**src/rtl/bmh_pkg.sv**
```systemverilog
// ----------------------------------------------------------------------------
// bmh_pkg: shared types and constants of the binary min-heap core
// sizes of the key store, sequencer states, status codes and the
// store port bundle
// ----------------------------------------------------------------------------
`default_nettype none

package bmh_pkg;

   localparam int CAPACITY = 256;
   localparam int ADDR_W   = $clog2(CAPACITY);
   localparam int CNT_W    = $clog2(CAPACITY + 1);
   localparam int KEY_W    = 32;

   localparam logic OP_INSERT = 1'b0;
   localparam logic OP_REMOVE = 1'b1;

   typedef enum logic [1:0] {
      STAT_DONE  = 2'd0,
      STAT_FULL  = 2'd1,
      STAT_EMPTY = 2'd2
   } status_type;

   typedef enum logic [3:0] {
      ST_IDLE,
      ST_UP_RD,
      ST_UP_CMP,
      ST_RM_TOP,
      ST_RM_LAST,
      ST_DN_RD,
      ST_DN_LEFT,
      ST_DN_RIGHT,
      ST_DN_CMP
   } state_type;

   typedef struct packed {
      logic [ADDR_W-1:0] rd_addr;
      logic              wr_en;
      logic [ADDR_W-1:0] wr_addr;
      logic [KEY_W-1:0]  wr_data;
   } store_req_type;

   typedef struct packed {
      logic              valid;
      logic [KEY_W-1:0]  min_value;
      status_type        status;
   } result_type;

endpackage

`default_nettype wire

```
**src/rtl/bmh_ctrl.sv**
```systemverilog
// ----------------------------------------------------------------------------
// bmh_ctrl: sift sequencer of the heap
// walks sift-up and sift-down one level at a time through a single
// signed key comparator, driving the key store ports
// ----------------------------------------------------------------------------
`default_nettype none

module bmh_ctrl (
   input  wire logic                          clock,
   input  wire logic                          reset,
   input  wire logic                          req_accept,
   input  wire logic                          req_operation,
   input  wire logic [bmh_pkg::KEY_W-1:0]     req_value,
   input  wire logic [bmh_pkg::KEY_W-1:0]     rd_data,
   output bmh_pkg::store_req_type             store_req,
   output bmh_pkg::result_type                result,
   output logic                               busy
);

   localparam int CNT_W  = bmh_pkg::CNT_W;
   localparam int ADDR_W = bmh_pkg::ADDR_W;
   localparam int KEY_W  = bmh_pkg::KEY_W;

   bmh_pkg::state_type state_ff, state_in;
   logic [CNT_W-1:0]   count_ff, count_in;
   logic [CNT_W-1:0]   pos_ff, pos_in;
   logic [CNT_W-1:0]   cpos_ff, cpos_in;
   logic [KEY_W-1:0]   key_ff, key_in;      // insert key, or last entry on remove
   logic [KEY_W-1:0]   top_ff, top_in;
   logic [KEY_W-1:0]   left_ff, left_in;
   logic [KEY_W-1:0]   child_ff, child_in;

   logic [KEY_W-1:0]   cmp_a, cmp_b;
   logic               cmp_gt;
   logic [CNT_W:0]     pos2;
   logic [CNT_W-1:0]   pos_m1;

   // shared signed comparator
   assign cmp_gt = $signed(cmp_a) > $signed(cmp_b);
   assign pos2   = {pos_ff, 1'b0};
   assign pos_m1 = pos_ff - CNT_W'(1);
   assign busy   = (state_ff != bmh_pkg::ST_IDLE);

   always_ff @(posedge clock) begin
      if (reset) begin
         state_ff <= bmh_pkg::ST_IDLE;
         count_ff <= '0;
      end else begin
         state_ff <= state_in;
         count_ff <= count_in;
      end
   end

   always_ff @(posedge clock) begin
      pos_ff   <= pos_in;
      cpos_ff  <= cpos_in;
      key_ff   <= key_in;
      top_ff   <= top_in;
      left_ff  <= left_in;
      child_ff <= child_in;
   end

   always_comb begin
      state_in  = state_ff;
      count_in  = count_ff;
      pos_in    = pos_ff;
      cpos_in   = cpos_ff;
      key_in    = key_ff;
      top_in    = top_ff;
      left_in   = left_ff;
      child_in  = child_ff;
      cmp_a     = key_ff;
      cmp_b     = child_ff;
      store_req = '{rd_addr: '0, wr_en: 1'b0, wr_addr: pos_m1[ADDR_W-1:0], wr_data: key_ff};
      result    = '{valid: 1'b0, min_value: '0, status: bmh_pkg::STAT_DONE};

      unique case (state_ff)
         bmh_pkg::ST_IDLE: begin
            // root read is always issued here for a remove
            if (req_accept) begin
               if (req_operation == bmh_pkg::OP_INSERT) begin
                  if (count_ff == CNT_W'(bmh_pkg::CAPACITY)) begin
                     result.valid  = 1'b1;
                     result.status = bmh_pkg::STAT_FULL;
                  end else begin
                     key_in   = req_value;
                     pos_in   = count_ff + CNT_W'(1);
                     state_in = bmh_pkg::ST_UP_RD;
                  end
               end else begin
                  if (count_ff == '0) begin
                     result.valid  = 1'b1;
                     result.status = bmh_pkg::STAT_EMPTY;
                  end else begin
                     state_in = bmh_pkg::ST_RM_TOP;
                  end
               end
            end
         end

         bmh_pkg::ST_UP_RD: begin
            if (pos_ff == CNT_W'(1)) begin
               store_req.wr_en = 1'b1;
               count_in        = count_ff + CNT_W'(1);
               result.valid    = 1'b1;
               state_in        = bmh_pkg::ST_IDLE;
            end else begin
               store_req.rd_addr = ADDR_W'((pos_ff >> 1) - CNT_W'(1));
               state_in          = bmh_pkg::ST_UP_CMP;
            end
         end

         bmh_pkg::ST_UP_CMP: begin
            cmp_a = rd_data;
            cmp_b = key_ff;
            store_req.wr_en = 1'b1;
            if (cmp_gt) begin
               // parent moves down one level
               store_req.wr_data = rd_data;
               pos_in            = pos_ff >> 1;
               state_in          = bmh_pkg::ST_UP_RD;
            end else begin
               count_in     = count_ff + CNT_W'(1);
               result.valid = 1'b1;
               state_in     = bmh_pkg::ST_IDLE;
            end
         end

         bmh_pkg::ST_RM_TOP: begin
            top_in            = rd_data;
            store_req.rd_addr = ADDR_W'(count_ff - CNT_W'(1));
            count_in          = count_ff - CNT_W'(1);
            state_in          = bmh_pkg::ST_RM_LAST;
         end

         bmh_pkg::ST_RM_LAST: begin
            key_in   = rd_data;
            pos_in   = CNT_W'(1);
            state_in = bmh_pkg::ST_DN_RD;
         end

         bmh_pkg::ST_DN_RD: begin
            // count_ff already holds the reduced size here
            if (pos2 > {1'b0, count_ff}) begin
               store_req.wr_en  = (count_ff != '0);
               result.valid     = 1'b1;
               result.min_value = top_ff;
               state_in         = bmh_pkg::ST_IDLE;
            end else begin
               store_req.rd_addr = ADDR_W'(pos2 - (CNT_W+1)'(1));
               state_in          = bmh_pkg::ST_DN_LEFT;
            end
         end

         bmh_pkg::ST_DN_LEFT: begin
            left_in = rd_data;
            if (pos2 < {1'b0, count_ff}) begin
               store_req.rd_addr = ADDR_W'(pos2);
               state_in          = bmh_pkg::ST_DN_RIGHT;
            end else begin
               // only a left child
               child_in = rd_data;
               cpos_in  = CNT_W'(pos2);
               state_in = bmh_pkg::ST_DN_CMP;
            end
         end

         bmh_pkg::ST_DN_RIGHT: begin
            // left wins ties
            cmp_a = left_ff;
            cmp_b = rd_data;
            if (cmp_gt) begin
               child_in = rd_data;
               cpos_in  = CNT_W'(pos2 + (CNT_W+1)'(1));
            end else begin
               child_in = left_ff;
               cpos_in  = CNT_W'(pos2);
            end
            state_in = bmh_pkg::ST_DN_CMP;
         end

         bmh_pkg::ST_DN_CMP: begin
            cmp_a = key_ff;
            cmp_b = child_ff;
            store_req.wr_en = 1'b1;
            if (cmp_gt) begin
               store_req.wr_data = child_ff;
               pos_in            = cpos_ff;
               state_in          = bmh_pkg::ST_DN_RD;
            end else begin
               result.valid     = 1'b1;
               result.min_value = top_ff;
               state_in         = bmh_pkg::ST_IDLE;
            end
         end

         default: begin
            state_in = bmh_pkg::ST_IDLE;
         end
      endcase
   end

   a_count_bound: assert property (@(posedge clock) disable iff (reset)
      count_ff <= CNT_W'(bmh_pkg::CAPACITY))
      else $error("entry count above capacity");

   a_full_refusal: assert property (@(posedge clock) disable iff (reset)
      result.valid && result.status == bmh_pkg::STAT_FULL
      |-> count_ff == CNT_W'(bmh_pkg::CAPACITY))
      else $error("insert refused while heap not full");

   a_insert_grows: assert property (@(posedge clock) disable iff (reset)
      result.valid && (state_ff == bmh_pkg::ST_UP_RD || state_ff == bmh_pkg::ST_UP_CMP)
      |=> count_ff == $past(count_ff) + CNT_W'(1))
      else $error("finished insert did not grow the heap");

   a_idle_no_write: assert property (@(posedge clock) disable iff (reset)
      state_ff == bmh_pkg::ST_IDLE |-> !store_req.wr_en)
      else $error("store written while idle");

endmodule

`default_nettype wire

```
**config.mk**
```make
export PLATFORM = sky130hd
export DESIGN_NAME = bmh_ctrl
export DESIGN_NICKNAME = d
export VERILOG_FILES = /design/src/rtl/bmh_pkg.sv /design/src/rtl/bmh_ctrl.sv
export SDC_FILE = /design/constraint.sdc
export NUM_CORES = 1
export LEC_CHECK = 0
export ABC_AREA = 1
export ABC_CLOCK_PERIOD_IN_PS = 3970
export BUFFER_PORTS_ARGS = -buffer_cell sky130_fd_sc_hd__clkbuf_2
export CORE_MARGIN = 4
export CORE_UTILIZATION = 54
export CTS_BUF_LIST = sky130_fd_sc_hd__clkbuf_8
export CTS_CLUSTER_SIZE = 10
export DETAILED_ROUTE_END_ITERATION = 16
export PLACE_DENSITY_LB_ADDON = 0.1
export REMOVE_ABC_BUFFERS = 1
export SYNTH_ARGS = -nofsm -noshare
export SYNTH_HDL_FRONTEND = slang
export SYNTH_SLANG_ARGS = --single-unit
```
**constraint.sdc**
```tcl
create_clock -name clock -period 3.97 [get_ports clock]
set_clock_uncertainty 0.2 [all_clocks]
set_input_delay 0.397 -clock clock [delete_from_list [all_inputs] [get_ports clock]]
set_output_delay 0.397 -clock clock [all_outputs]
set_load 0.01 [all_outputs]
```
== Word level (Yosys, flattened, before mapping) ==
Index checks and enable logic that the tools add are counted.

* Flip-flop bits (word level): 159
* Word-level logic and storage cells: 106

* Reductions and logical operators: 14
* Multiplexer cells: 55
* Magnitude comparators: 3
* Equal/unequal tests: 20
* Add/subtract/negate cells: 6

{| class="wikitable"
|+ Operator list
! cell !! number
|-
| $pmux 32 s2 || 6
|-
| $mux 32 || 7
|-
| $mux 9 || 9
|-
| $mux 33 || 2
|-
| $pmux 4 s9 || 1
|-
| $pmux 9 s4 || 1
|-
| $gt 32x32->1 || 1
|-
| $pmux 8 s4 || 1
|-
| $pmux 9 s3 || 1
|-
| $mux 8 || 3
|-
| $sub 8x1->8 const B || 3
|-
| $mux 4 || 5
|-
| $add 9x1->9 const B || 2
|-
| $pmux 9 s2 || 1
|-
| $eq 4x3->1 const B || 4
|-
| $ne 2x2->1 const B || 8
|-
| $gt 10x9->1 || 1
|-
| $lt 10x9->1 || 1
|-
| $mux 2 || 5
|-
| $eq 9x1->1 const B || 1
|-
| $eq 9x9->1 const B || 1
|-
| $logic_not 9->1 || 1
|-
| $mux 1 || 9
|-
| $reduce_bool 9->1 || 1
|-
| other kinds (17) || 23
|}

== Logic depth before layout (Yosys ltp) ==
* Word-level depth: 5
* Mapped depth: 28

== Worst setup path before layout ==
Ideal clock, no wire load.

* Path type: flip-flop to flip-flop
* From: reg state_ff[2]
* To: reg pos_ff[0], enable pin
* Arrival time: 3.207 ns
* Required time: 3.392 ns
* Slack: 0.185 ns
* Buffers on the path: 1
* Cell stages (with the launch flop): 18
* Library setup time: 0.378 ns
* Path through: dfxtp_1 nor2_1 nand2_1 inv_2 nor2_1 clkbuf_1 a221oi_1 ha_1 a21oi_1 o21a_1 nand2_1 a21oi_1 nand2_1 nand2_1 nand3_4 nand2_1 nand2_1 a21oi_1

* Longest elaborated chain between the ends: 5

{| class="wikitable"
|+ RTL lines
! what !! RTL line !! text
|-
| start: declaration || bmh_ctrl.sv:24 || <nowiki>bmh_pkg::state_type state_ff, state_in;</nowiki>
|-
| start signal: assignment || bmh_ctrl.sv:46 || <nowiki>state_ff <= bmh_pkg::ST_IDLE;</nowiki>
|-
| start signal: assignment || bmh_ctrl.sv:49 || <nowiki>state_ff <= state_in;</nowiki>
|-
| $eq 4x3->1 / $eq 4x2->1 (equally long branches) || bmh_ctrl.sv:77 || <nowiki>unique case (state_ff)</nowiki>
|-
| $pmux 32 s2 || bmh_ctrl.sv:77 ||
|-
| $gt 32x32->1 || bmh_ctrl.sv:39 || <nowiki>assign cmp_gt = $signed(cmp_a) > $signed(cmp_b);</nowiki>
|-
| $ne 2x2->1 (no source line) || -- ||
|-
| $reduce_and 6->1 (no source line) * || -- ||
|-
| end signal: assignment || bmh_ctrl.sv:55 || <nowiki>pos_ff <= pos_in;</nowiki>
|-
| end: declaration || bmh_ctrl.sv:26 || <nowiki>logic [CNT_W-1:0] pos_ff, pos_in;</nowiki>
|}

Mark *: on every way between the ends. The rest lies on a longest branch, timed or not.
A chain may end at the register's enable or synchronous reset.

==> summary.md <==
Via count of the routed design: 9944. The power per standard cell area was 682 nW/um^2; the final critical delay including setup and external delays was 4.47 ns. The worst setup path is captured at a primary output. Measured along the y axis, the die boundary spans 144 um. The share of the yosys chip area belonging to registers was 0.465; the worst hold margin was 0.0158 ns.

Before antenna repair, the detailed router went through 6 iterations. The area share of the largest cell type after synthesis is 0.439, and the synthesized instance count is 1224. The most common cell in the synthesized netlist is nand2_1. The wire length reported by the detailed router is 33100 um, and the global placer's final weighted congestion is 0.947. Once detail routing completed, the nets flagged for antenna violations numbered 0. The number of maximum-capacitance violations is 0. For this run the aggregate overflow at the end of global routing stands at 0. Summing all multi-input logic gate instances after layout gives 4920 um^2. The logs give 3.37 ns for the worst endpoint required time and -0.499 ns for the setup slack after layout. Max-slew violation count: 0. The run gives 0.746 as the final design utilization. Clock-pin slew was measured on the worst setup and hold paths at 0.10 ns. The first global-routing pass estimated 49400 um of wire.

In this run the static leakage power is 6.06 nW. After the first detailed-routing iteration, the DRC count stood at 1022. The maximum clock frequency was 0.224 GHz. The net count of the finished layout is 1597.

The share of final-layout standard cells stronger than drive strength 1 works out to 0.275. The worst hold-check path type is in -> reg. The number of primary I/O pins came out at 153. After detailed routing, the average wire length per cell comes to 19.2 um. The highest ir drop seen on vdd came out at 0.000454 V. Entering global routing, the biggest net connects 65 pins.

The worst setup path is launched from a flip-flop. After filler insertion, the fill cell instance count of the layout stands at 1286. The synthesized design contains 146 enable-type register cells. 0 antenna diodes ended up in the layout.

The critical path is of the reg -> out type. The maximum fanout along the worst path came out at 9. TritonCTS built the clock tree. The placeable core region is 18100 um^2, and the number of port buffers is 152.

Averaged over all synthesized cells, the footprint is 8.17 um^2. The via count of the first global-routing pass is 9467. Summed over all instances, the cell type with the most area after synthesis is edfxtp_1. The area enclosed by the die boundary was 20700 um^2; the via density per instance was 5.77. Compared with the post-synthesis result, the final layout area differs by 35.0%. The x dimension of the die works out to 144 um. The initial standard-cell utilization of the core was 0.553; the transition time at the pin with the least slew margin was 1.06 ns. The routed design uses 15500 um of met2 wire. For the post-place instance area, the log shows 11200 um^2. The headroom to the max-slew limit was 0.289. The sequential standard cell area was 4650 um^2. Counting the buffers created by CTS gives 17. Clock tree synthesis selected as its root buffer the cell clkbuf_8. Among all flip-flop cells after synthesis, the most frequent one is edfxtp_1. In this run, distinct cell masters in the synthesized netlist total 45.

The run gives 13500 um^2 as the final design area excluding fillers. The Yosys step of the flow raised 0 warnings. For the slack of the worst reg-to-reg path, the log shows -0.02 ns.

The async set-or-reset flop fraction in the synthesized netlist works out to 0. The run gives 0 as the initial antenna violation count. After detailed routing, the number of remaining DRC violations is 0.

The run gives 0.47 ns as the clock latency on the worst-skew pair. Once detailed placement completed, the half-perimeter wirelength came to 18600 um. The synthesized flop and latch total was 159. The logs give 3040 um for the routed length on met3 and 49 for the number of core rows. STA puts the critical path data arrival time at 3.87 ns. Counting every sink on the clock net gives 159. The longest clock path from root to sink contains 2 buffers. The run finished, with violations left. Routed signal wires occupy layers up through met4. The maximum level of the CTS H-tree was 4; the total power was 9.21 mW.

The checks that failed: negative setup slack. Setup repair after global routing could not meet its margin everywhere. The run gives 0 as the final hold violation count. In this run the cell area of the synthesized design comes to 9990 um^2. Setup violations remaining at the end of the flow were counted as 69. The final period utilization works out to 1.13. Yosys attributes the largest share of cell area to edfxtp_1, nand2_1, inv_1. The logs give 13200 um for the total routed wire length on the met1 layer and 0.307 for the global routing usage summed across all routing layers.

Counting instances in the post-synthesis netlist gives the leading cell types as nand2_1, inv_1, edfxtp_1.
what timing repair did:
action	CTS	global route
pin swaps	24	33
hold endpoints to repair	84	0
resized for setup	146	86
setup endpoints to repair	65	101
gates cloned	11	7
setup buffers	30	13
hold buffers	49	0
worst paths after layout:
path	startpoint	endpoint	depth (start not counted)
max reg2reg	state_ff[2]	child_ff[16]	23
max	state_ff[2]	result[3]	22
min reg2reg	cpos_ff[2]	pos_ff[2]	2
min	req_value[20]	key_ff[20]	3
final cells by class:
class | instances | share of cell area
repair inverters | 1 | 0.000649
flip-flops and latches | 159 | 0.344
clock buffers | 17 | 0.0173
repair buffers | 289 | 0.177
well taps | 229 | 0.0212
multi-input cells | 782 | 0.365
inverters | 232 | 0.0660
clock inverters | 15 | 0.00834
flip-flops by register name, summed over array words and instances (netlist names):
| register | count |
|---|---|
| key_ff | 32 |
| count_ff | 9 |
| state_ff | 4 |
| pos_ff | 9 |
| top_ff | 32 |
| cpos_ff | 9 |
| left_ff | 32 |
| child_ff | 32 |
metrics by stage:
step                      setup slack (ns)  cells  setup TNS [ns]
after floorplan                      -2.87   1170         -322.20
after global placement              -0.143   1588          -0.371
after detailed placement            -0.208   1588           -3.44
after CTS                           -0.298   1709          -16.68
after global routing                -0.652   1724          -45.69
final                               -0.499   1724          -29.93
where the power goes:
part	total [mW]	internal (mW)	switching (mW)
registers	2.62	2.25	0.366
logic	5.48	2.30	3.18
clock network	1.11	0.438	0.674
total	9.21	4.99	4.22
cell families (layout without fill, tap and decap cells):
| group | Yosys count | after routing | share of synthesized area |
|---|---|---|---|
| flops | 159 | 159 | 0.465 |
| simple gates | 437 | 440 | 0.178 |
| buf+inv | 286 | 554 | 0.112 |
| compound gates | 278 | 278 | 0.172 |
| xor+xnor | 17 | 17 | 0.0149 |
| fa+ha+maj | 47 | 47 | 0.0588 |
layer usage:
layer / global-route usage / vias up
li1: - / 4661
met1: 0.405 / 4611
met2: 0.492 / 565
met3: 0.0572 / 107
met4: 0.141 / 0
met5: 0 / -
placed cells by master, fill, tap and decap left out, drive strengths merged, types with 2 or more instances in the layout:
cell,count
ha,47
o21a,2
o211ai,5
dfxtp,13
nor4,2
o22ai,3
nand3,26
xor2,14
a31oi,2
clkinv,6
nor3,7
o221ai,34
a21o,2
xnor2,3
nand2,272
edfxtp,146
clkinvlp,5
nor2,124
buf,85
o2111ai,4
o21ai,147
clkbuf,171
inv,237
nand4,8
o31ai,2
a221oi,33
a21oi,39
dlygate4sd3,49
worst max-delay path, stage by stage, from the launching register on:
cell and delay (ns):
dfxtp_2 0.36, inv_2 0.05, nor2_4 0.10, inv_2 0.06
nor2_4 0.18, buf_8 0.18, inv_6 0.07, clkbuf_16 0.17
nor2_1 0.11, a221oi_2 0.05, ha_1 0.37, nand4_1 0.18
nor2_1 0.20, nand2_1 0.10, nand2_2 0.12, nand2_4 0.08
nand3_4 0.09, nand3_4 0.11, buf_6 0.15, a21oi_4 0.26
buf_8 0.20, nor2_1 0.06, clkbuf_2 0.13
Power figures use the tool's default switching activity.
